### src/rtl/pdt_pkg.sv
`default_nettype none

package pdt_pkg;

    // Default widths of the time and count paths.
    localparam int TIME_WIDTH_DEF  = 64;
    localparam int COUNT_WIDTH_DEF = 16;

    // Fixed field widths.
    localparam int CMD_W  = 3;
    localparam int DEN_W  = 8;
    localparam int CB_W   = 17;
    localparam int LEAD_W = 20;
    localparam int WIN_W  = 32;
    localparam int ADDR_W = 4;
    localparam int DATA_W = 32;

    // Register reset values.
    localparam logic [LEAD_W-1:0] MIN_LEAD_RST = LEAD_W'(10000);
    localparam logic [WIN_W-1:0]  WINDOW_RST   = WIN_W'(200 * 1000000);

    // Command codes.
    localparam logic [CMD_W-1:0] CMD_START  = 3'd0;
    localparam logic [CMD_W-1:0] CMD_STOP   = 3'd1;
    localparam logic [CMD_W-1:0] CMD_SCAN   = 3'd2;
    localparam logic [CMD_W-1:0] CMD_EXPIRY = 3'd3;
    localparam logic [CMD_W-1:0] CMD_DISC   = 3'd4;

    // Register indexes (word address).
    localparam logic [1:0] REG_HW_PERIODIC = 2'd0;
    localparam logic [1:0] REG_MIN_LEAD    = 2'd1;
    localparam logic [1:0] REG_WINDOW      = 2'd2;

    // Count reported on a clock discontinuity.
    localparam logic [CB_W-1:0] CB_DISC = '1;

    typedef struct packed {
        logic              hw_periodic_mode;
        logic [LEAD_W-1:0] min_lead_ns;
        logic [WIN_W-1:0]  window_ns;
    } cfg_t;

    // Datapath operations issued by the controller.
    typedef enum logic [4:0] {
        OP_NONE,
        OP_LOAD,
        OP_START_CHK,
        OP_START_ARM,
        OP_SCAN_EXP,
        OP_SCAN_PROG,
        OP_SCAN_WAKE,
        OP_EXP_CHK,
        OP_DIV_LOAD,
        OP_DIV_STEP,
        OP_ROUND,
        OP_ADD_ROUND,
        OP_ADVANCE,
        OP_RELOAD,
        OP_PROG,
        OP_HALT,
        OP_DISC,
        OP_PUBLISH
    } op_t;

    typedef struct packed {
        op_t  op;
        logic ready;
    } ctl_t;

    typedef struct packed {
        logic [CMD_W-1:0] cmd;
        logic             bad_den;
        logic             past;
        logic             pending;
        logic             in_window;
        logic             scan_stop;
        logic             armed;
        logic             late;
        logic             d_ge_per;
        logic             div_last;
        logic             reload;
        logic             hw;
        logic             out_busy;
    } sts_t;

endpackage

`default_nettype wire

### src/rtl/pdt_regs.sv
`default_nettype none

module pdt_regs (
    input  wire logic                         clk,
    input  wire logic                         rst_n,
    input  wire logic                         psel,
    input  wire logic                         penable,
    input  wire logic                         pwrite,
    input  wire logic [pdt_pkg::ADDR_W-1:0]   paddr,
    input  wire logic [pdt_pkg::DATA_W-1:0]   pwdata,
    output logic      [pdt_pkg::DATA_W-1:0]   prdata,
    output logic                              pready,
    output pdt_pkg::cfg_t                     cfg
);

    pdt_pkg::cfg_t cfg_reg;
    pdt_pkg::cfg_t cfg_next;
    logic          wr_en;

    assign pready = 1'b1;
    assign wr_en  = psel && penable && pwrite;
    assign cfg    = cfg_reg;

    // Register write decode.
    always_comb
    begin
        cfg_next = cfg_reg;
        if (wr_en)
        begin
            unique case (paddr[3:2])
                pdt_pkg::REG_HW_PERIODIC: cfg_next.hw_periodic_mode = pwdata[0];
                pdt_pkg::REG_MIN_LEAD:    cfg_next.min_lead_ns = pwdata[pdt_pkg::LEAD_W-1:0];
                pdt_pkg::REG_WINDOW:      cfg_next.window_ns   = pwdata[pdt_pkg::WIN_W-1:0];
                default:                  cfg_next = cfg_reg;
            endcase
        end
    end

    // Read-back multiplexer.
    always_comb
    begin
        unique case (paddr[3:2])
            pdt_pkg::REG_HW_PERIODIC: prdata = pdt_pkg::DATA_W'(cfg_reg.hw_periodic_mode);
            pdt_pkg::REG_MIN_LEAD:    prdata = pdt_pkg::DATA_W'(cfg_reg.min_lead_ns);
            pdt_pkg::REG_WINDOW:      prdata = pdt_pkg::DATA_W'(cfg_reg.window_ns);
            default:                  prdata = '0;
        endcase
    end

    always_ff @(posedge clk or negedge rst_n)
    begin
        if (!rst_n)
        begin
            cfg_reg.hw_periodic_mode <= 1'b0;
            cfg_reg.min_lead_ns      <= pdt_pkg::MIN_LEAD_RST;
            cfg_reg.window_ns        <= pdt_pkg::WINDOW_RST;
        end
        else
        begin
            cfg_reg <= cfg_next;
        end
    end

endmodule

`default_nettype wire

### config.mk
export PLATFORM = sky130hd
export DESIGN_NAME = pdt_regs
export DESIGN_NICKNAME = d
export VERILOG_FILES = /design/src/rtl/pdt_pkg.sv /design/src/rtl/pdt_regs.sv
export SDC_FILE = /design/constraint.sdc
export NUM_CORES = 1
export LEC_CHECK = 0
export ABC_CLOCK_PERIOD_IN_PS = 1600
export BUFFER_PORTS_ARGS = -buffer_cell sky130_fd_sc_hd__buf_2
export CAP_MARGIN = 30
export CORE_ASPECT_RATIO = 1.25
export CORE_MARGIN = 2
export CORE_UTILIZATION = 40
export DETAILED_ROUTE_END_ITERATION = 8
export HOLD_SLACK_MARGIN = 0.06
export PLACE_DENSITY = 0.71
export SETUP_SLACK_MARGIN = 0.05
export SLEW_MARGIN = 0
export SYNTH_ARGS = -nofsm -noshare
export SYNTH_HDL_FRONTEND = slang
export SYNTH_SLANG_ARGS = --single-unit
### constraint.sdc
create_clock -name clk -period 1.6 [get_ports clk]
set_input_delay 0.4 -clock clk [delete_from_list [all_inputs] [get_ports clk]]
set_output_delay 0.4 -clock clk [all_outputs]
set_load 0.01 [all_outputs]
==> impl_summary.md <==
Layout
The finished cells cover 0.00338 mm2. The register with the most flip-flops in the layout has 53 of them. Relative to the synthesized area, the layout overhead comes to 41.6%.

The fraction of final layout cells sized beyond drive strength 1 is 0.764. The number of nets in the layout is 332. The number of antenna diodes in the final layout is 0.

STA
The final setup violation count is 0. The max-slew violation total from the final report is 0. In the post-route analysis, the smallest setup slack over all paths is 0.0137 ns.

Subtracting the final worst setup slack from the clock period gives around 1.6 ns. For this run, the top clock speed supported by timing is ~630 MHz. Setup repair after global routing could not meet its margin everywhere. In the finished design, the share of the clock period the worst path needs comes to 0.991. The minimum hold slack is roughly 0.32 ns. The setup total negative slack is 0 ns.

The final number of hold-violating endpoints came to 0. The worst clock skew on the final layout is 0 ns.

Clock tree
The clock-pin transition on the worst setup and hold timing paths is 0.10 ns. The clock insertion delay at the later pin of the skew report is approximately 0.29 ns. TritonCTS built the clock tree. The number of clock buffers added by TritonCTS is 5. The cell sitting at the root of the clock tree is a sky130_fd_sc_hd__clkbuf_8. The clock drives 53 sinks.

The clock passes through at most 2 buffers. The depth of the CTS H-tree is 2.

Floorplanning
The number of rows in the core area is 31. The die outline height is between 90 and 100 um. The die area is around 0.0066 mm2. The chip width is between 70 and 80 um.

After floorplanning, the core was sized to cover between 0.005 and 0.006 mm2. The initial cell density of the core is 0.413. During I/O placement, the number of pins put on the boundary was ~130.

Setup path
For the worst flop-to-flop path, the logic depth is 1. The source of the worst register-to-register timing path is cfg[26]. The arrival time of data at the critical path endpoint is between 1 and 1.5 ns. The element type at the critical path start is a primary input. Tracing the worst setup path back leads to its startpoint at paddr[2]. STA puts the critical path data required time at ~1.2 ns.

The critical path is of the primary input to output pin type. Walking the worst path, the cells encountered are buf_8 -> and2b_2 -> buf_6 -> a22o_1 -> buf_2. For this design, the slowest cell found on the critical path is sky130_fd_sc_hd__and2b_2. The maximum cell stage delay along the critical path is roughly 0.21 ns. In this run the worst path has a maximum fanout of 11. The register-to-register setup slack is between 0.8 and 0.9 ns.

The worst register-to-register path ends at cfg[26]. The nature of the critical path endpoint is an output pin.

Power
The total design power is ~4.1 mW. The largest vdd supply drop is 479 uV. For this design the ratio of total power to cell area is approximately 1200 mW/mm2. Summed over all cells, the static leakage comes to approximately 1.7 nW.

Global route
The global-route wire length before repair is 8510 um. Across every metal layer, demand over resource in global routing totals 0.166. The number of antenna violations at the first check in global routing was 0. Global routing finished with a remaining overflow of 0. The maximum number of pins on one net before global-route repair is between 40 and 50.

The number of global-route vias before repair was 1794.

Min path
The endpoint with the worst hold slack is cfg[22]. The kind of path behind the tightest hold check is primary input to flip-flop. The worst hold path begins at pwdata[22]. The cell count of the worst hold path is 2.

Routing
The post-detailed-route wirelength per cell is 15.6 um. The detailed router finished its first iteration with 37 violations. The post-detailed-route count of antenna-violating nets is 0. The first TritonRoute pass finished after 4 iterations. The count of vias placed by the detailed router is between 1500 and 2000. The detailed-route vias per instance is slightly above 5.

The DRC violation count after routing is 0. The routed wire length is 5590 um.

Run status
The run finished with clean final reports.

Synth
Synthesis produced a netlist with a net count of ~200. Of the post-synthesis cell area, the dominant cell type holds 0.378. The mean cell area of the mapped netlist is 15.1 um2. The number of different library cells used by synthesis comes to 20. The largest total area in the synthesized netlist belongs to sky130_fd_sc_hd__dfrtp_1. The synthesized design contains between 50 and 60 register bits. Of the synthesized area, sequential elements account for 0.565.

The number of instances in the synthesized netlist is 158. The synthesized netlist occupies a cell area of between 0.002 and 0.0025 mm2. Yosys printed 0 warnings. By area the synthesized netlist is led by sky130_fd_sc_hd__dfrtp_1 38%, sky130_fd_sc_hd__mux2_2 20%, sky130_fd_sc_hd__dfstp_2 19%.

Placement
Once detailed placement completed, the half-perimeter wirelength came to around 4100 um. The number of buffer cells added on primary ports is 123. The worst slack after detailed placement is -0.0332 ns.

The weighted congestion at the end of routability-driven global placement is between 0.7 and 0.8. The post-detailed-placement cell area is 0.00315 mm2.

Job
Across the run, the number of max-cap violations was 0.
[worst max-delay path: cells and delay by family]
kind | cells | cell delay, ns
compound gates | 1 | 0.18
simple gates | 1 | 0.21
buf+inv | 3 | 0.39
[Yosys cell counts]
cell type                  instances
sky130_fd_sc_hd__a22o_1           19
sky130_fd_sc_hd__and2_1           12
sky130_fd_sc_hd__and2b_1           1
sky130_fd_sc_hd__buf_2             4
sky130_fd_sc_hd__buf_4             3
sky130_fd_sc_hd__buf_6             3
sky130_fd_sc_hd__clkbuf_1          1
sky130_fd_sc_hd__conb_1            1
sky130_fd_sc_hd__dfrtp_1          36
sky130_fd_sc_hd__dfstp_2          17
sky130_fd_sc_hd__mux2_2           43
sky130_fd_sc_hd__mux2_4           10
sky130_fd_sc_hd__mux2i_1           1
sky130_fd_sc_hd__nand2_1           1
sky130_fd_sc_hd__nand3_2           1
sky130_fd_sc_hd__nor2b_1           1
sky130_fd_sc_hd__nor3_1            1
sky130_fd_sc_hd__nor3b_2           1
sky130_fd_sc_hd__nor3b_4           1
sky130_fd_sc_hd__o21ai_0           1
[repair_timing]
action | in CTS | in global routing
setup buffers | 1 | 0
hold endpoints to repair | 8 | 0
setup endpoints to repair | 20 | 31
cloned | 0 | 1
gates resized for setup | 8 | 11
pin swaps | 3 | 2
hold buffers | 1 | 0
[power by group]
group	internal [mW]	switching [mW]
Combinational	0.691	0.550
Sequential	1.73	0.233
Clock	0.480	0.449
Total	2.90	1.23
[through the flow]
step | instances | utilization
2_1_floorplan | 158 | -
3_3_place_gp | 347 | 0.544
3_5_place_dp | 347 | 0.544
4_1_cts | 357 | 0.573
5_1_grt | 358 | 0.585
6_report | 358 | 0.585
[routing by layer]
metal | vias up | track usage | wire, um
li1 | 838 | - | -
met1 | 894 | 0.186 | 2230
met2 | 78 | 0.298 | 2950
met3 | 8 | 0.0379 | 324
met4 | 0 | 0.0602 | 89
met5 | - | 0 | 0
[worst max-delay path by stage]
| stage | end | slack [ns] | depth (start not counted) |
|---|---|---|---|
| finish | prdata[12] | 0.01 | 5 |
| global route | prdata[0] | -0.02 | 6 |
| CTS | prdata[14] | 0.007 | 5 |
| detailed placement | prdata[14] | -0.03 | 5 |
| global placement | prdata[1] | -0.03 | 5 |
| floorplan | prdata[11] | 0.09 | 4 |
[placed cells by master, fill, tap and decap left out, drive strengths merged, types with 2 or more instances in the layout]
master,instances
a22o,19
and2,12
buf,135
clkbuf,6
dfrtp,36
dfstp,17
mux2,53
nor3b,2
[cell families (layout without fill, tap and decap cells)]
kind of cell / count (synthesis) / after routing / synth area share
mux: 54 / 54 / 0.270
flops: 53 / 53 / 0.565
buf+inv: 11 / 145 / 0.0336
compound gates: 20 / 20 / 0.0718
simple gates: 19 / 19 / 0.0582
other cells: 1 / 1 / 0.00157
[layout make-up]
type / instances / area, um2
fillers: 489 / 2400
flip-flops and latches: 53 / 1350
multi-input cells: 94 / 983
repair buffers: 137 / 847
well taps: 66 / 82.6
clock buffers: 5 / 68.8
clock inverters: 3 / 50.0
(Power assumes the default switching activity.)
