==> src/rtl/pdt_pkg.sv <==
`default_nettype none

package pdt_pkg;

    // Default widths of the time and count paths.
    localparam int TIME_WIDTH_DEF  = 64;
    localparam int COUNT_WIDTH_DEF = 16;

    // Fixed field widths.
    localparam int CMD_W  = 3;
    localparam int DEN_W  = 8;
    localparam int CB_W   = 17;
    localparam int LEAD_W = 20;
    localparam int WIN_W  = 32;
    localparam int ADDR_W = 4;
    localparam int DATA_W = 32;

    // Register reset values.
    localparam logic [LEAD_W-1:0] MIN_LEAD_RST = LEAD_W'(10000);
    localparam logic [WIN_W-1:0]  WINDOW_RST   = WIN_W'(200 * 1000000);

    // Command codes.
    localparam logic [CMD_W-1:0] CMD_START  = 3'd0;
    localparam logic [CMD_W-1:0] CMD_STOP   = 3'd1;
    localparam logic [CMD_W-1:0] CMD_SCAN   = 3'd2;
    localparam logic [CMD_W-1:0] CMD_EXPIRY = 3'd3;
    localparam logic [CMD_W-1:0] CMD_DISC   = 3'd4;

    // Register indexes (word address).
    localparam logic [1:0] REG_HW_PERIODIC = 2'd0;
    localparam logic [1:0] REG_MIN_LEAD    = 2'd1;
    localparam logic [1:0] REG_WINDOW      = 2'd2;

    // Count reported on a clock discontinuity.
    localparam logic [CB_W-1:0] CB_DISC = '1;

    typedef struct packed {
        logic              hw_periodic_mode;
        logic [LEAD_W-1:0] min_lead_ns;
        logic [WIN_W-1:0]  window_ns;
    } cfg_t;

    // Datapath operations issued by the controller.
    typedef enum logic [4:0] {
        OP_NONE,
        OP_LOAD,
        OP_START_CHK,
        OP_START_ARM,
        OP_SCAN_EXP,
        OP_SCAN_PROG,
        OP_SCAN_WAKE,
        OP_EXP_CHK,
        OP_DIV_LOAD,
        OP_DIV_STEP,
        OP_ROUND,
        OP_ADD_ROUND,
        OP_ADVANCE,
        OP_RELOAD,
        OP_PROG,
        OP_HALT,
        OP_DISC,
        OP_PUBLISH
    } op_t;

    typedef struct packed {
        op_t  op;
        logic ready;
    } ctl_t;

    typedef struct packed {
        logic [CMD_W-1:0] cmd;
        logic             bad_den;
        logic             past;
        logic             pending;
        logic             in_window;
        logic             scan_stop;
        logic             armed;
        logic             late;
        logic             d_ge_per;
        logic             div_last;
        logic             reload;
        logic             hw;
        logic             out_busy;
    } sts_t;

endpackage

`default_nettype wire

==> src/rtl/pdt_ctrl.sv <==
`default_nettype none

module pdt_ctrl (
    input  wire logic          clk,
    input  wire logic          rst_n,
    input  wire logic          req_valid,
    input  pdt_pkg::sts_t      sts,
    output pdt_pkg::ctl_t      ctl
);

    typedef enum logic [17:0] {
        ST_IDLE       = 18'b000000000000000001,
        ST_DECODE     = 18'b000000000000000010,
        ST_START_CHK  = 18'b000000000000000100,
        ST_START_ARM  = 18'b000000000000001000,
        ST_SCAN_EXP   = 18'b000000000000010000,
        ST_SCAN_PROG  = 18'b000000000000100000,
        ST_SCAN_WAKE  = 18'b000000000001000000,
        ST_EXP_CHK    = 18'b000000000010000000,
        ST_EXP_CMP    = 18'b000000000100000000,
        ST_DIV        = 18'b000000001000000000,
        ST_ROUND      = 18'b000000010000000000,
        ST_ADD_ROUND  = 18'b000000100000000000,
        ST_ADVANCE    = 18'b000001000000000000,
        ST_RELOAD     = 18'b000010000000000000,
        ST_PROG       = 18'b000100000000000000,
        ST_HALT       = 18'b001000000000000000,
        ST_DISC       = 18'b010000000000000000,
        ST_PUBLISH    = 18'b100000000000000000
    } state_t;

    state_t state_reg;
    state_t state_next;

    // Next-state logic.
    always_comb
    begin
        state_next = state_reg;
        unique case (state_reg) inside
            ST_IDLE:
                if (req_valid)
                    state_next = ST_DECODE;
            ST_DECODE:
                unique case (sts.cmd)
                    pdt_pkg::CMD_START:  state_next = ST_START_CHK;
                    pdt_pkg::CMD_STOP:   state_next = ST_HALT;
                    pdt_pkg::CMD_SCAN:   state_next = ST_SCAN_EXP;
                    pdt_pkg::CMD_EXPIRY: state_next = ST_EXP_CHK;
                    pdt_pkg::CMD_DISC:   state_next = ST_DISC;
                    default:             state_next = ST_PUBLISH;
                endcase
            ST_START_CHK:
                state_next = sts.bad_den ? ST_PUBLISH : ST_START_ARM;
            ST_START_ARM:
                state_next = sts.past ? ST_PUBLISH : ST_SCAN_EXP;
            ST_SCAN_EXP:
                state_next = sts.pending ? ST_SCAN_PROG : ST_PUBLISH;
            ST_SCAN_PROG:
                state_next = (sts.in_window && sts.scan_stop) ? ST_PUBLISH : ST_SCAN_WAKE;
            ST_SCAN_WAKE:
                state_next = ST_PUBLISH;
            ST_EXP_CHK:
                if (!sts.armed)
                    state_next = ST_PUBLISH;
                else if (sts.late)
                    state_next = ST_EXP_CMP;
                else
                    state_next = ST_RELOAD;
            ST_EXP_CMP:
                state_next = sts.d_ge_per ? ST_DIV : ST_RELOAD;
            ST_DIV:
                if (sts.div_last)
                    state_next = ST_ROUND;
            ST_ROUND:
                state_next = ST_ADD_ROUND;
            ST_ADD_ROUND:
                state_next = ST_ADVANCE;
            ST_ADVANCE:
                state_next = ST_RELOAD;
            ST_RELOAD:
                state_next = (sts.reload && !sts.hw) ? ST_PROG : ST_PUBLISH;
            ST_PROG, ST_HALT, ST_DISC:
                state_next = ST_PUBLISH;
            ST_PUBLISH:
                if (!sts.out_busy)
                    state_next = ST_IDLE;
            default:
                state_next = ST_IDLE;
        endcase
    end

    // Operation issued in each state.
    always_comb
    begin
        ctl.ready = (state_reg == ST_IDLE);
        unique case (state_reg)
            ST_IDLE:      ctl.op = pdt_pkg::OP_LOAD;
            ST_DECODE:    ctl.op = pdt_pkg::OP_NONE;
            ST_START_CHK: ctl.op = pdt_pkg::OP_START_CHK;
            ST_START_ARM: ctl.op = pdt_pkg::OP_START_ARM;
            ST_SCAN_EXP:  ctl.op = pdt_pkg::OP_SCAN_EXP;
            ST_SCAN_PROG: ctl.op = pdt_pkg::OP_SCAN_PROG;
            ST_SCAN_WAKE: ctl.op = pdt_pkg::OP_SCAN_WAKE;
            ST_EXP_CHK:   ctl.op = pdt_pkg::OP_EXP_CHK;
            ST_EXP_CMP:   ctl.op = pdt_pkg::OP_DIV_LOAD;
            ST_DIV:       ctl.op = pdt_pkg::OP_DIV_STEP;
            ST_ROUND:     ctl.op = pdt_pkg::OP_ROUND;
            ST_ADD_ROUND: ctl.op = pdt_pkg::OP_ADD_ROUND;
            ST_ADVANCE:   ctl.op = pdt_pkg::OP_ADVANCE;
            ST_RELOAD:    ctl.op = pdt_pkg::OP_RELOAD;
            ST_PROG:      ctl.op = pdt_pkg::OP_PROG;
            ST_HALT:      ctl.op = pdt_pkg::OP_HALT;
            ST_DISC:      ctl.op = pdt_pkg::OP_DISC;
            ST_PUBLISH:   ctl.op = pdt_pkg::OP_PUBLISH;
            default:      ctl.op = pdt_pkg::OP_NONE;
        endcase
    end

    always_ff @(posedge clk or negedge rst_n)
    begin
        if (!rst_n)
            state_reg <= ST_IDLE;
        else
            state_reg <= state_next;
    end

endmodule

`default_nettype wire

==> config.mk <==
export PLATFORM = sky130hd
export DESIGN_NAME = pdt_ctrl
export DESIGN_NICKNAME = d
export VERILOG_FILES = /design/src/rtl/pdt_pkg.sv /design/src/rtl/pdt_ctrl.sv
export SDC_FILE = /design/constraint.sdc
export NUM_CORES = 1
export LEC_CHECK = 0
export BUFFER_PORTS_ARGS = -buffer_cell sky130_fd_sc_hd__buf_4
export CORE_AREA = 4 4 49 59
export CTS_CLUSTER_SIZE = 40
export DETAILED_ROUTE_END_ITERATION = 16
export DIE_AREA = 0 0 53 63
export HOLD_SLACK_MARGIN = 0.05
export PLACE_DENSITY = 0.81
export SETUP_SLACK_MARGIN = 0.15
export SKIP_CTS_REPAIR_TIMING = 1
export SLEW_MARGIN = 10
export SYNTH_ARGS = -nofsm -noshare
export SYNTH_HDL_FRONTEND = slang
export SYNTH_SLANG_ARGS = --single-unit
==> constraint.sdc <==
create_clock -name clk -period 5.3 [get_ports clk]
set_input_delay 0.795 -clock clk [delete_from_list [all_inputs] [get_ports clk]]
set_output_delay 0.795 -clock clk [all_outputs]
set_load 0.1 [all_outputs]
==> impl_metrics.toml <==
[detailed_routing]
wl_per_cell_um = 16.9
drc = 0
via_count = 1176
drt-initial-drc-count = 50
drt-total-wl_um = 3160
viasPerCell = 6.29
drtAntennaViolNets = 0
firstDrtPassIters = 4

[floorplanning]
die_height_um = 63
fp-row-count = 19
dieArea_sq_mm = 0.00334
die_width_um = 53
initial_utilization = 0.572
io_pins = 24
coreArea_sq_mm = 0.00231

[place]
dp.final_hpwl_um = 2530
placed_area_sq_mm = 0.00150
port_buffers = 23
gp_routability_congestion = 0.932

[worst_hold_path]
hold_class = "in -> async"

[yosys]
syn_area_per_cell_sq_um = 9.92
syn-num-nets = 151
postSynthCellCount = 133
yosysSeqAreaShare = 0.343
synth_top_flop_cell = "dfrtp_1"
synth-seq-cells = 18
yosysWarnings = 0
async_flop_share = 1.00
synth_edf_count = 0
synth_cell_types = 50
syn_area_sq_mm = 0.00132

[cells_and_area]
final-seq-area_sq_um = 452
stdcell_area_sq_mm = 0.00153
multi_input_area_sq_um = 810
nets = 175
antenna_cells = 0
area_growth_pct = 16.1
fillers = 188
largest_register_ffs = 18
layout-drive-gt1-share = 0.269

[critical_path]
start_kind = "register"
worstReg2RegStart = "state_reg[11]"
end_kind = "primary output"
r2r_end = "state_reg[0]"
worstSetupPathType = "reg -> out"
rr_worst_depth = 5
required_ps = 4510
cp.arrival_ps = 2620
critPathMaxFanout = 9
rrSetupSlack_ps = 3160

[timing]
fin_crit_sh = 0.644
period_minus_slack_ps = 3410
hold_viol = 0
setup_viol = 0
finalSetupTns_ps = 0
relSlewSlack = 0.603
skew_ps = 3.94
max_slew.worst_pin.slew_ps = 591
grt_setup_unrepaired = "false"
slew_viol_final = 0
clock.fmax_mhz = 293

[power_and_ir_drop]
power_density_mw_per_mm2 = 368
ir_drop_mv = 0.367
leakagePower_uw = 0.000673

[clocking]
htree_levels = 1
cts_buffers = 3
cts_tree = "done"
root_buffer = "clkbuf_4"
path_clk_slew_ps = 100
worstSkewPairLatency_ps = 300
cts_max_path_buffers = 2
cts_sinks = 18

[status]
outcome = "complete, no violations"

[global_routing]
grt_max_degree = 19
grt_pass1_wl_um = 5560
grt_pass1_vias = 1269
antenna_found_initial = 0
grt_overflow = 0
grtUsageTotal = 0.222

[flow_run]
drv_cap = 0
-- stage by stage --
step	hold WS, ps	cells	setup slack, ps	util	power [uW]
detailed placement	630	183	2230	0.648	479
finish	339	187	1890	0.664	563
floorplan	499	133	580	-	413
global route	331	187	1700	0.664	596
global placement	618	183	2300	0.648	473
CTS	343	187	1890	0.664	565
-- worst max-delay path, cell delays in order (launching register included) --
cell and delay [ps]:
dfrtp_1 510, nor4_4 600, nand4_2 240, or3b_1 450, o21ai_0 90, or4_1 140
buf_4 280
-- routing by layer --
| metal | vias to the layer above | global-route usage | routed length [um] |
|---|---|---|---|
| li1 | 548 | - | - |
| met1 | 562 | 0.254 | 1270 |
| met2 | 55 | 0.354 | 1580 |
| met3 | 11 | 0.0716 | 207 |
| met4 | 0 | 0.121 | 107 |
| met5 | - | 0 | 0 |
-- synth_stat cells, types with 2 or more instances --
cell type	number	share of area
or3_1	2	0.0095
dfrtp_1	17	0.32
xor2_1	3	0.020
nor2b_1	4	0.019
and2_1	2	0.0095
a21oi_1	2	0.0076
xnor2_1	4	0.027
nand2b_1	4	0.019
nand2_1	7	0.020
nor3_1	7	0.027
nor4_1	5	0.024
nor3b_1	6	0.034
nor4b_1	2	0.013
nor4b_4	2	0.036
o21ai_1	2	0.0076
buf_6	2	0.017
nand3b_1	2	0.011
and3_1	2	0.0095
nand4_1	2	0.0095
nand3_1	4	0.015
nor2_1	12	0.034
inv_1	6	0.017
o21ai_0	4	0.015
nor4_4	4	0.065
-- cells in the final DEF (no fill, tap or decap), types with 5 or more instances in the layout --
cell type and instances:
nor3_1 7, buf_4 23, nor3b_1 6, nand2_1 7
dfrtp_1 17, nor4_1 5, inv_1 6, nor2_1 12
-- kinds of logic after synthesis --
logic type	synth area share
AOI/OAI and AO/OA	0.121
DFF	0.343
and+or+nand+nor	0.447
buffers and inverters	0.0436
xor gates and xnor gates	0.0465
-- where the power goes --
group | switching [uW] | internal, uW | leakage (uW)
Sequential | 19.7 | 150 | 0.000247
Combinational | 208 | 99.6 | 0.000405
Clock | 43.5 | 41.9 | 0.0000210
Total | 272 | 292 | 0.000673
-- how the worst max path moves through the flow --
stage	startpoint	to	slack (ps)	cells past startpoint
3_3_place_gp	state_reg[10]	ctl[4]	2300	6
3_5_place_dp	state_reg[10]	ctl[4]	2230	6
2_1_floorplan	state_reg[11]	ctl[1]	580	6
5_1_grt	state_reg[7]	ctl[4]	1700	6
4_1_cts	state_reg[11]	ctl[4]	1890	6
6_report	state_reg[11]	ctl[4]	1890	6
-- final cells by class --
cell class                 count  share of cell area
clock buffer                   4              0.0237
inverter                       6              0.0147
sequential                    18               0.295
timing repair buffer          23               0.113
tap                           31              0.0253
multi-input combinational    105               0.529
Power figures use the tool's default switching activity.
