`src/rtl/pdt_pkg.sv`:
```
`default_nettype none

package pdt_pkg;

    // Default widths of the time and count paths.
    localparam int TIME_WIDTH_DEF  = 64;
    localparam int COUNT_WIDTH_DEF = 16;

    // Fixed field widths.
    localparam int CMD_W  = 3;
    localparam int DEN_W  = 8;
    localparam int CB_W   = 17;
    localparam int LEAD_W = 20;
    localparam int WIN_W  = 32;
    localparam int ADDR_W = 4;
    localparam int DATA_W = 32;

    // Register reset values.
    localparam logic [LEAD_W-1:0] MIN_LEAD_RST = LEAD_W'(10000);
    localparam logic [WIN_W-1:0]  WINDOW_RST   = WIN_W'(200 * 1000000);

    // Command codes.
    localparam logic [CMD_W-1:0] CMD_START  = 3'd0;
    localparam logic [CMD_W-1:0] CMD_STOP   = 3'd1;
    localparam logic [CMD_W-1:0] CMD_SCAN   = 3'd2;
    localparam logic [CMD_W-1:0] CMD_EXPIRY = 3'd3;
    localparam logic [CMD_W-1:0] CMD_DISC   = 3'd4;

    // Register indexes (word address).
    localparam logic [1:0] REG_HW_PERIODIC = 2'd0;
    localparam logic [1:0] REG_MIN_LEAD    = 2'd1;
    localparam logic [1:0] REG_WINDOW      = 2'd2;

    // Count reported on a clock discontinuity.
    localparam logic [CB_W-1:0] CB_DISC = '1;

    typedef struct packed {
        logic              hw_periodic_mode;
        logic [LEAD_W-1:0] min_lead_ns;
        logic [WIN_W-1:0]  window_ns;
    } cfg_t;

    // Datapath operations issued by the controller.
    typedef enum logic [4:0] {
        OP_NONE,
        OP_LOAD,
        OP_START_CHK,
        OP_START_ARM,
        OP_SCAN_EXP,
        OP_SCAN_PROG,
        OP_SCAN_WAKE,
        OP_EXP_CHK,
        OP_DIV_LOAD,
        OP_DIV_STEP,
        OP_ROUND,
        OP_ADD_ROUND,
        OP_ADVANCE,
        OP_RELOAD,
        OP_PROG,
        OP_HALT,
        OP_DISC,
        OP_PUBLISH
    } op_t;

    typedef struct packed {
        op_t  op;
        logic ready;
    } ctl_t;

    typedef struct packed {
        logic [CMD_W-1:0] cmd;
        logic             bad_den;
        logic             past;
        logic             pending;
        logic             in_window;
        logic             scan_stop;
        logic             armed;
        logic             late;
        logic             d_ge_per;
        logic             div_last;
        logic             reload;
        logic             hw;
        logic             out_busy;
    } sts_t;

endpackage

`default_nettype wire

```
`src/rtl/pdt_if.sv`:
```
`default_nettype none

// Command channel.
interface pdt_cmd_if #(parameter int TIME_WIDTH = pdt_pkg::TIME_WIDTH_DEF);
    logic                         valid;
    logic                         ready;
    logic [pdt_pkg::CMD_W-1:0]    command;
    logic [TIME_WIDTH-1:0]        now;
    logic [TIME_WIDTH-1:0]        value;
    logic [TIME_WIDTH-1:0]        period;
    logic [pdt_pkg::DEN_W-1:0]    period_denominator;
    logic                         absolute;

    modport source (output valid, command, now, value, period, period_denominator, absolute,
                    input ready);
    modport sink   (input valid, command, now, value, period, period_denominator, absolute,
                    output ready);
endinterface

// Result channel.
interface pdt_res_if #(parameter int TIME_WIDTH = pdt_pkg::TIME_WIDTH_DEF);
    logic                            valid;
    logic                            ready;
    logic                            status;
    logic                            program_valid;
    logic [TIME_WIDTH-1:0]           program_time;
    logic                            program_periodic;
    logic [TIME_WIDTH-1:0]           program_period;
    logic                            compare_cancel;
    logic                            wake_valid;
    logic [TIME_WIDTH-1:0]           wake_delay;
    logic                            callback_valid;
    logic signed [pdt_pkg::CB_W-1:0] callback_count;

    modport source (output valid, status, program_valid, program_time, program_periodic,
                    program_period, compare_cancel, wake_valid, wake_delay,
                    callback_valid, callback_count,
                    input ready);
    modport sink   (input valid, status, program_valid, program_time, program_periodic,
                    program_period, compare_cancel, wake_valid, wake_delay,
                    callback_valid, callback_count,
                    output ready);
endinterface

`default_nettype wire

```
`src/rtl/pdt_dp.sv`:
```
`default_nettype none

module pdt_dp #(
    parameter int TIME_WIDTH  = pdt_pkg::TIME_WIDTH_DEF,
    parameter int COUNT_WIDTH = pdt_pkg::COUNT_WIDTH_DEF
) (
    input  wire logic      clk,
    input  wire logic      rst_n,
    input  pdt_pkg::cfg_t  cfg,
    input  pdt_pkg::ctl_t  ctl,
    output pdt_pkg::sts_t  sts,
    pdt_cmd_if.sink        request,
    pdt_res_if.source      result
);

    localparam int TW    = TIME_WIDTH;
    localparam int CNT_W = $clog2(TW);
    localparam longint unsigned CW_MAX = (64'd1 << COUNT_WIDTH) - 64'd1;
    localparam logic [COUNT_WIDTH-1:0] CNT_SAT =
        COUNT_WIDTH'((CW_MAX < 64'd65535) ? CW_MAX : 64'd65535);

    // Latched command.
    logic [pdt_pkg::CMD_W-1:0] cmd_reg, cmd_next;
    logic [TW-1:0]             now_reg, now_next;
    logic [TW-1:0]             val_reg, val_next;
    logic [TW-1:0]             per_reg, per_next;
    logic [pdt_pkg::DEN_W-1:0] den_reg, den_next;
    logic                      abs_reg, abs_next;

    // Timer state.
    logic [TW-1:0] nd_reg, nd_next;
    logic [TW-1:0] cd_reg, cd_next;
    logic [TW-1:0] pr_reg, pr_next;
    logic          reload_reg, reload_next;
    logic          armed_reg, armed_next;
    logic          pending_reg, pending_next;

    // Scratch values and the serial divider.
    logic [TW-1:0]          exp_reg, exp_next;
    logic [TW-1:0]          d_reg, d_next;
    logic [TW-1:0]          quo_reg, quo_next;
    logic [TW:0]            rem_reg, rem_next;
    logic [CNT_W-1:0]       cnt_reg, cnt_next;
    logic [TW-1:0]          np_reg, np_next;
    logic [TW-1:0]          n_reg, n_next;
    logic                   rnd_reg, rnd_next;
    logic [COUNT_WIDTH-1:0] rc_reg, rc_next;

    // Result under construction.
    logic                      w_st_reg, w_st_next;
    logic                      w_pv_reg, w_pv_next;
    logic [TW-1:0]             w_pt_reg, w_pt_next;
    logic                      w_pp_reg, w_pp_next;
    logic [TW-1:0]             w_ppd_reg, w_ppd_next;
    logic                      w_cc_reg, w_cc_next;
    logic                      w_wv_reg, w_wv_next;
    logic [TW-1:0]             w_wd_reg, w_wd_next;
    logic                      w_cv_reg, w_cv_next;
    logic [pdt_pkg::CB_W-1:0]  w_cb_reg, w_cb_next;

    // Output holding register.
    logic                      o_valid_reg, o_valid_next;
    logic                      o_st_reg, o_pv_reg, o_pp_reg, o_cc_reg, o_wv_reg, o_cv_reg;
    logic [TW-1:0]             o_pt_reg, o_ppd_reg, o_wd_reg;
    logic [pdt_pkg::CB_W-1:0]  o_cb_reg;
    logic                      publish;

    logic [TW-1:0] lead_ext;
    logic [TW-1:0] win_ext;
    logic [TW-1:0] nd_plus_per;
    logic [TW-1:0] now_plus_lead;
    logic [TW:0]   rem_shift;
    logic          rem_fits;

    assign lead_ext      = TW'(cfg.min_lead_ns);
    assign win_ext       = TW'(cfg.window_ns);
    assign nd_plus_per   = nd_reg + pr_reg;
    assign now_plus_lead = now_reg + lead_ext;
    assign rem_shift     = {rem_reg[TW-1:0], quo_reg[TW-1]};
    assign rem_fits      = rem_shift >= {1'b0, pr_reg};

    assign request.ready = ctl.ready;
    assign publish       = (ctl.op == pdt_pkg::OP_PUBLISH) && !sts.out_busy;

    // Status towards the controller.
    always_comb
    begin
        sts.cmd       = cmd_reg;
        sts.bad_den   = (per_reg != '0) && (den_reg != pdt_pkg::DEN_W'(1));
        sts.past      = abs_reg && (val_reg < now_reg);
        sts.pending   = pending_reg;
        sts.in_window = exp_reg <= win_ext;
        sts.scan_stop = (pr_reg == '0) || reload_reg || cfg.hw_periodic_mode;
        sts.armed     = armed_reg;
        sts.late      = (pr_reg != '0) && (now_reg >= cd_reg);
        sts.d_ge_per  = d_reg >= pr_reg;
        sts.div_last  = (cnt_reg == '0);
        sts.reload    = reload_reg;
        sts.hw        = cfg.hw_periodic_mode;
        sts.out_busy  = o_valid_reg && !result.ready;
    end

    // Datapath operations.
    always_comb
    begin
        cmd_next = cmd_reg;  now_next = now_reg;  val_next = val_reg;
        per_next = per_reg;  den_next = den_reg;  abs_next = abs_reg;
        nd_next = nd_reg;  cd_next = cd_reg;  pr_next = pr_reg;
        reload_next = reload_reg;  armed_next = armed_reg;  pending_next = pending_reg;
        exp_next = exp_reg;  d_next = d_reg;  quo_next = quo_reg;  rem_next = rem_reg;
        cnt_next = cnt_reg;  np_next = np_reg;  n_next = n_reg;  rnd_next = rnd_reg;
        rc_next = rc_reg;
        w_st_next = w_st_reg;  w_pv_next = w_pv_reg;  w_pt_next = w_pt_reg;
        w_pp_next = w_pp_reg;  w_ppd_next = w_ppd_reg;  w_cc_next = w_cc_reg;
        w_wv_next = w_wv_reg;  w_wd_next = w_wd_reg;  w_cv_next = w_cv_reg;
        w_cb_next = w_cb_reg;

        unique case (ctl.op) inside
            pdt_pkg::OP_LOAD:
                if (request.valid)
                begin
                    cmd_next = request.command;
                    now_next = request.now;
                    val_next = request.value;
                    per_next = request.period;
                    den_next = request.period_denominator;
                    abs_next = request.absolute;
                    w_st_next = 1'b0;  w_pv_next = 1'b0;  w_pt_next = '0;
                    w_pp_next = 1'b0;  w_ppd_next = '0;   w_cc_next = 1'b0;
                    w_wv_next = 1'b0;  w_wd_next = '0;    w_cv_next = 1'b0;
                    w_cb_next = '0;
                end
            pdt_pkg::OP_START_CHK:
                if (sts.bad_den)
                    w_st_next = 1'b1;
                else if (!cfg.hw_periodic_mode)
                    val_next = val_reg + per_reg;
            pdt_pkg::OP_START_ARM:
                if (sts.past)
                    w_st_next = 1'b1;
                else
                begin
                    // Stop the running timer, then arm with the new deadline.
                    if (armed_reg)
                    begin
                        armed_next = 1'b0;
                        w_cc_next  = 1'b1;
                    end
                    nd_next = abs_reg ? val_reg : (val_reg + now_reg);
                    pr_next = per_reg;
                    if (per_reg != '0)
                        reload_next = per_reg < win_ext;
                    pending_next = 1'b1;
                end
            pdt_pkg::OP_SCAN_EXP:
                if (pending_reg)
                    exp_next = (now_reg < nd_reg) ? (nd_reg - now_reg) : lead_ext;
            pdt_pkg::OP_SCAN_PROG:
                if (sts.in_window)
                begin
                    armed_next = 1'b1;
                    w_pv_next  = 1'b1;
                    w_pt_next  = (exp_reg <= lead_ext) ? now_plus_lead : nd_reg;
                    if (cfg.hw_periodic_mode)
                    begin
                        nd_next    = nd_plus_per;
                        cd_next    = nd_plus_per;
                        w_pp_next  = 1'b1;
                        w_ppd_next = pr_reg;
                    end
                    else
                    begin
                        cd_next = nd_reg;
                    end
                    if (sts.scan_stop)
                        pending_next = 1'b0;
                    else
                    begin
                        nd_next  = nd_plus_per;
                        exp_next = exp_reg + pr_reg;
                    end
                end
            pdt_pkg::OP_SCAN_WAKE:
            begin
                w_wv_next = 1'b1;
                w_wd_next = exp_reg - (win_ext >> 3);
            end
            pdt_pkg::OP_EXP_CHK:
            begin
                rc_next = COUNT_WIDTH'(1);
                d_next  = now_reg - cd_reg;
            end
            pdt_pkg::OP_DIV_LOAD:
            begin
                quo_next = d_reg;
                rem_next = '0;
                cnt_next = CNT_W'(TW - 1);
            end
            pdt_pkg::OP_DIV_STEP:
            begin
                // One restoring step per cycle, quotient bits shift in from the right.
                rem_next = rem_fits ? (rem_shift - {1'b0, pr_reg}) : rem_shift;
                quo_next = {quo_reg[TW-2:0], rem_fits};
                cnt_next = cnt_reg - CNT_W'(1);
            end
            pdt_pkg::OP_ROUND:
            begin
                rnd_next = rem_reg[TW-1:0] >= (pr_reg - (pr_reg >> 1));
                n_next   = quo_reg + TW'(rem_reg[TW-1:0] >= (pr_reg - (pr_reg >> 1)));
                np_next  = d_reg - rem_reg[TW-1:0];
            end
            pdt_pkg::OP_ADD_ROUND:
                if (rnd_reg)
                    np_next = np_reg + pr_reg;
            pdt_pkg::OP_ADVANCE:
            begin
                cd_next = cd_reg + np_reg;
                nd_next = nd_reg + np_reg;
                rc_next = (n_reg >= TW'(CNT_SAT)) ? CNT_SAT : COUNT_WIDTH'(n_reg + TW'(1));
            end
            pdt_pkg::OP_RELOAD:
            begin
                if (cfg.hw_periodic_mode || reload_reg)
                begin
                    nd_next = nd_plus_per;
                    cd_next = nd_plus_per;
                end
                else
                begin
                    armed_next = 1'b0;
                end
                w_cv_next = 1'b1;
                w_cb_next = pdt_pkg::CB_W'(rc_reg);
            end
            pdt_pkg::OP_PROG:
            begin
                w_pv_next = 1'b1;
                w_pt_next = (nd_reg < now_plus_lead) ? now_plus_lead : nd_reg;
            end
            pdt_pkg::OP_HALT, pdt_pkg::OP_DISC:
            begin
                pending_next = 1'b0;
                if (armed_reg)
                begin
                    armed_next = 1'b0;
                    w_cc_next  = 1'b1;
                end
                if (ctl.op == pdt_pkg::OP_DISC)
                begin
                    w_cv_next = 1'b1;
                    w_cb_next = pdt_pkg::CB_DISC;
                end
            end
            default:
            begin
            end
        endcase
    end

    // Output valid flag.
    always_comb
    begin
        o_valid_next = o_valid_reg;
        if (o_valid_reg && result.ready)
            o_valid_next = 1'b0;
        if (publish)
            o_valid_next = 1'b1;
    end

    assign result.valid            = o_valid_reg;
    assign result.status           = o_st_reg;
    assign result.program_valid    = o_pv_reg;
    assign result.program_time     = o_pt_reg;
    assign result.program_periodic = o_pp_reg;
    assign result.program_period   = o_ppd_reg;
    assign result.compare_cancel   = o_cc_reg;
    assign result.wake_valid       = o_wv_reg;
    assign result.wake_delay       = o_wd_reg;
    assign result.callback_valid   = o_cv_reg;
    assign result.callback_count   = $signed(o_cb_reg);

    // Control state and timer state.
    always_ff @(posedge clk or negedge rst_n)
    begin
        if (!rst_n)
        begin
            nd_reg      <= '0;
            cd_reg      <= '0;
            pr_reg      <= '0;
            reload_reg  <= 1'b0;
            armed_reg   <= 1'b0;
            pending_reg <= 1'b0;
            cnt_reg     <= '0;
            o_valid_reg <= 1'b0;
        end
        else
        begin
            nd_reg      <= nd_next;
            cd_reg      <= cd_next;
            pr_reg      <= pr_next;
            reload_reg  <= reload_next;
            armed_reg   <= armed_next;
            pending_reg <= pending_next;
            cnt_reg     <= cnt_next;
            o_valid_reg <= o_valid_next;
        end
    end

    // Payload registers.
    always_ff @(posedge clk)
    begin
        cmd_reg <= cmd_next;  now_reg <= now_next;  val_reg <= val_next;
        per_reg <= per_next;  den_reg <= den_next;  abs_reg <= abs_next;
        exp_reg <= exp_next;  d_reg <= d_next;  quo_reg <= quo_next;  rem_reg <= rem_next;
        np_reg <= np_next;  n_reg <= n_next;  rnd_reg <= rnd_next;  rc_reg <= rc_next;
        w_st_reg <= w_st_next;  w_pv_reg <= w_pv_next;  w_pt_reg <= w_pt_next;
        w_pp_reg <= w_pp_next;  w_ppd_reg <= w_ppd_next;  w_cc_reg <= w_cc_next;
        w_wv_reg <= w_wv_next;  w_wd_reg <= w_wd_next;  w_cv_reg <= w_cv_next;
        w_cb_reg <= w_cb_next;
        if (publish)
        begin
            o_st_reg  <= w_st_reg;
            o_pv_reg  <= w_pv_reg;
            o_pt_reg  <= w_pt_reg;
            o_pp_reg  <= w_pp_reg;
            o_ppd_reg <= w_ppd_reg;
            o_cc_reg  <= w_cc_reg;
            o_wv_reg  <= w_wv_reg;
            o_wd_reg  <= w_wd_reg;
            o_cv_reg  <= w_cv_reg;
            o_cb_reg  <= w_cb_reg;
        end
    end

endmodule

`default_nettype wire

```
`src/flat_wrapper.sv`:
```
// flat-port wrapper written by rule: the top's interface ports become plain ports
module pdt_dp_flat 
#(
    parameter int TIME_WIDTH  = pdt_pkg::TIME_WIDTH_DEF,
    parameter int COUNT_WIDTH = pdt_pkg::COUNT_WIDTH_DEF
)
  (clk, rst_n, cfg, ctl, sts, request_valid, request_command, request_now, request_value, request_period, request_period_denominator, request_absolute, request_ready, result_valid, result_status, result_program_valid, result_program_time, result_program_periodic, result_program_period, result_compare_cancel, result_wake_valid, result_wake_delay, result_callback_valid, result_callback_count, result_ready);
  pdt_cmd_if #(.TIME_WIDTH(TIME_WIDTH)) request_i ();
  pdt_res_if #(.TIME_WIDTH(TIME_WIDTH)) result_i ();
  input  wire logic clk;
  input  wire logic rst_n;
  input  pdt_pkg::cfg_t cfg;
  input  pdt_pkg::ctl_t ctl;
  output pdt_pkg::sts_t sts;
  input wire logic [$bits(request_i.valid)-1:0] request_valid;
  input wire logic [$bits(request_i.command)-1:0] request_command;
  input wire logic [$bits(request_i.now)-1:0] request_now;
  input wire logic [$bits(request_i.value)-1:0] request_value;
  input wire logic [$bits(request_i.period)-1:0] request_period;
  input wire logic [$bits(request_i.period_denominator)-1:0] request_period_denominator;
  input wire logic [$bits(request_i.absolute)-1:0] request_absolute;
  output wire logic [$bits(request_i.ready)-1:0] request_ready;
  output wire logic [$bits(result_i.valid)-1:0] result_valid;
  output wire logic [$bits(result_i.status)-1:0] result_status;
  output wire logic [$bits(result_i.program_valid)-1:0] result_program_valid;
  output wire logic [$bits(result_i.program_time)-1:0] result_program_time;
  output wire logic [$bits(result_i.program_periodic)-1:0] result_program_periodic;
  output wire logic [$bits(result_i.program_period)-1:0] result_program_period;
  output wire logic [$bits(result_i.compare_cancel)-1:0] result_compare_cancel;
  output wire logic [$bits(result_i.wake_valid)-1:0] result_wake_valid;
  output wire logic [$bits(result_i.wake_delay)-1:0] result_wake_delay;
  output wire logic [$bits(result_i.callback_valid)-1:0] result_callback_valid;
  output wire logic [$bits(result_i.callback_count)-1:0] result_callback_count;
  input wire logic [$bits(result_i.ready)-1:0] result_ready;
  assign request_i.valid = request_valid;
  assign request_i.command = request_command;
  assign request_i.now = request_now;
  assign request_i.value = request_value;
  assign request_i.period = request_period;
  assign request_i.period_denominator = request_period_denominator;
  assign request_i.absolute = request_absolute;
  assign request_ready = request_i.ready;
  assign result_valid = result_i.valid;
  assign result_status = result_i.status;
  assign result_program_valid = result_i.program_valid;
  assign result_program_time = result_i.program_time;
  assign result_program_periodic = result_i.program_periodic;
  assign result_program_period = result_i.program_period;
  assign result_compare_cancel = result_i.compare_cancel;
  assign result_wake_valid = result_i.wake_valid;
  assign result_wake_delay = result_i.wake_delay;
  assign result_callback_valid = result_i.callback_valid;
  assign result_callback_count = result_i.callback_count;
  assign result_i.ready = result_ready;
  pdt_dp #(.TIME_WIDTH(TIME_WIDTH), .COUNT_WIDTH(COUNT_WIDTH)) u_core (.clk(clk), .rst_n(rst_n), .cfg(cfg), .ctl(ctl), .sts(sts), .request(request_i), .result(result_i));
endmodule
```
`config.mk`:
```
export PLATFORM = sky130hd
export DESIGN_NAME = pdt_dp_flat
export DESIGN_NICKNAME = d
export VERILOG_FILES = /design/src/rtl/pdt_pkg.sv /design/src/rtl/pdt_if.sv /design/src/rtl/pdt_dp.sv /design/src/flat_wrapper.sv
export SDC_FILE = /design/constraint.sdc
export NUM_CORES = 2
export LEC_CHECK = 0
export BUFFER_PORTS_ARGS = -buffer_cell sky130_fd_sc_hd__buf_2
export CAP_MARGIN = 0
export CORE_MARGIN = 2
export CORE_UTILIZATION = 58
export DETAILED_ROUTE_END_ITERATION = 10
export GPL_TIMING_DRIVEN = 1
export MAX_ROUTING_LAYER = met4
export PLACE_DENSITY_LB_ADDON = 0.1
export SYNTH_ARGS = -nofsm -noshare
export SYNTH_HDL_FRONTEND = slang
export SYNTH_SLANG_ARGS = --single-unit
```
`constraint.sdc`:
```
create_clock -name clk -period 13.3 [get_ports clk]
set_input_delay 0.665 -clock clk [delete_from_list [all_inputs] [get_ports clk]]
set_output_delay 0.665 -clock clk [all_outputs]
set_load 0.02 [all_outputs]
```
==> results.yml <==
status:
  outcome: "finished with violations"
  violations: "max-capacitance violations, max-slew violations"
cts:
  cts_root_buffer: "clkbuf_16"
  clk_pin_slew_ns: 0.07
  clock-sinks: 1237
  cts_buffers: 147
  cts_tree: "done"
  h-tree-depth: 4
  clock_latency_ns: 0.85
  clockBufferDepth: 3
synthesis:
  async_flop_share_pct: 16.33
  synth_compound_area_share_pct: 23.22
  synth.area.mux_share_pct: 1.558
  synth_top_family_by_area: "compound AO/OA/AOI/OAI gates"
  synthSimpleGateAreaFrac_pct: 15.14
  yosysTopAreaCell: "edfxtp_1"
  syn_area_sq_mm: 0.1050
  synth_top_area_share_pct: 29.61
  ys_top_cells_by_area: "edfxtp_1, ha_1, a21oi_1"
  ys.flop_type: "edfxtp_1"
  syn-mean-instance-area_sq_um: 8.981
  synth_nets: 13151
  synth.distinct_cells: 96
  synth_edf_count: 1035
  ys_seq_area_share_pct: 34.43
  synth_xor_area_share_pct: 7.251
  synth-seq-cells: 1237
  synthAdderAreaFrac_pct: 14.37
  synth_warnings: 0
  syn_inst: 11687
final_layout:
  mostFrequentLayoutCell: "ha_1"
  final_util_pct: 64.17
  layout-drive-gt1-share_pct: 8.413
  fillers: 14831
  fin_nets: 13534
  areaGrowthSynthToFinish_pct: 10.26
  final_cell_mix: "ha_1, a21oi_1, edfxtp_1, nand2_1, nor2_1"
sta:
  rsz0062_at_grt: "false"
  setup_viol: 0
  slew_headroom_pct: -4.066
  timing.final.crit_share_pct: 78.87
  slew_viol_final: 7
  worstMarginPinSlew_ns: 1.555
  setup_tns_ns: 0
  max_clock_freq_mhz: 95.34
  finalHoldViolations: 0
  period_minus_slack_ns: 10.49
  clock_skew_ns: 0.04945
power_and_ir_drop:
  p_per_area_mw_per_mm2: 160.5
  p_leak_nw: 48.75
  ir_drop_mv: 0.1412
global_route:
  grt_antenna_before_repair: 47
  grt_max_degree: 82
  grt_usage_pct: 50.78
  grt_pass1_vias: 94502
  grt_overflow: 0
  grt_pass1_wl_microns: 662200
drt:
  wl_microns: 472000
  vias: 102467
  dr.pass1.iters: 10
  via_per_inst: 7.010
  drc: 0
  drtAntennaViolNets: 0
  routedWlPerCell_microns: 32.29
  drt_first_iter_violations: 15751
worst_setup_path:
  cp_max_fo: 6
  worst-endpoint-arrival_ns: 11.07
  max_stage_delay_ns: 1.00
  crit_type: "register to register"
  cp_data_required_time_ns: 13.88
  cp-start-kind: "register"
  worstSetupEndpointType: "register"
  cp_slowest_cell: "a2111oi_0"
place:
  place_hpwl_microns: 373200
  port_buffers: 496
  gp_congestion: 1.154
floorplan:
  die_h_microns: 429.4
  pin_count: 499
  core_area_sq_mm: 0.1804
  design.die.area_sq_mm: 0.1844
  die_width_microns: 429.4
  rows: 156
  start_util_pct: 58.20
flow_run:
  drv_cap: 2
hold_path:
  hp-class: "input pin to register"
metrics by stage:
step / power, mW / cell area, sq um / setup slack, ns / hold slack [ns] / instances
finish: 18.58 / 115700 / 2.811 / 0.01066 / 14617
global route: 19.29 / 115700 / 2.566 / 0.001655 / 14609
CTS: 18.11 / 115600 / 3.413 / 0.0001184 / 14564
detailed placement: 13.75 / 109600 / 3.381 / 0.4045 / 14198
global placement: 13.66 / 109600 / 3.739 / 0.4010 / 14198
floorplan: 10.98 / 105000 / 2.108 / 0.3694 / 11687
path summary, 6_finish.rpt:
| check | startpoint | end | slack [ns] | depth (start not counted) |
|---|---|---|---|---|
| hold reg to reg | u_core.w_wd_reg[17] | u_core.result.wake_delay[17] | 0.42 | 0 |
| hold / removal | request_now[51] | u_core.now_reg[51] | 0.01 | 1 |
| min in group asynchronous | rst_n | u_core.nd_reg[1] | 0.42 | 2 |
| setup reg to reg | u_core.pr_reg[19] | u_core.n_reg[62] | 2.81 | 35 |
| setup / recovery | u_core.pr_reg[19] | u_core.n_reg[62] | 2.81 | 35 |
| max in group asynchronous | rst_n | u_core.pr_reg[60] | 11.37 | 3 |
critical path: cells and delay by family, from the launching register on:
family	cells	cell delay [ns]
flip-flops	1	0.47
XOR/XNOR	2	0.32
adder cells (fa/ha/maj)	4	1.10
buffers and inverters	2	0.45
AND/OR/NAND/NOR	14	4.32
AO/OA/AOI/OAI	13	3.53
cell families after synthesis:
group	Yosys count
and+or+nand+nor	3347
muxes	158
DFF	1237
AOI/OAI and AO/OA	3794
buffers and inverters	1085
xor gates and xnor gates	869
adders and majority gates	1197
cells in the mapped netlist (all sizes together), types with 43 or more instances:
library cell,instances
xnor2,571
buf,58
inv,623
o21a,106
o211ai,84
mux2,43
nor2b,131
nor4,97
a21oi,1085
mux2i,115
or3,70
nand4,237
nand2,1034
xor2,298
and2,56
o2bb2ai,68
and3,103
nand3,274
o22ai,77
o21bai,157
a211oi,133
o21ai,838
dfrtp,202
nand2b,133
a21o,521
edfxtp,1035
a31oi,122
nor2,859
o31ai,96
nor3,202
clkbuf,403
a221oi,51
ha,1183
power breakdown:
group / leakage, nW / total, mW / internal (mW) / switching (mW)
clock: 2.45 / 4.35 / 2.48 / 1.88
sequential: 11.9 / 5.03 / 4.52 / 0.513
combinational: 34.4 / 9.19 / 3.34 / 5.85
total: 48.8 / 18.6 / 10.3 / 8.24
repair_timing:
item | 4_1_cts | 5_1_grt
endpoints found under the hold margin | 142 | 0
hold buffers | 91 | 0
setup buffers | 0 | 0
gates resized for setup | 0 | 0
metal layers:
layer  track usage (%)  wire length, microns  up-vias  share of wire, %
met5                 -                     0        -                 0
met3             13.53                 54690     2206                12
li1                  -                     -    44471                 -
met4             46.59                 56700        0                12
met1             59.69                168800    48264                36
met2             70.59                191900     7526                41
area by class of cell:
class,count,area [sq um],area share [%]
Inverter,624,2347,2.028
Tap cell,2370,2965,2.562
Sequential cell,1237,36130,31.22
Timing Repair Buffer,695,4227,3.652
Clock buffer,188,4008,3.463
Clock inverter,87,1061,0.9168
Multi-Input combinational cell,9365,64860,56.04
Antenna cell,51,127.6,0.1103
Note: power is estimated with default switching activity, not from simulation.
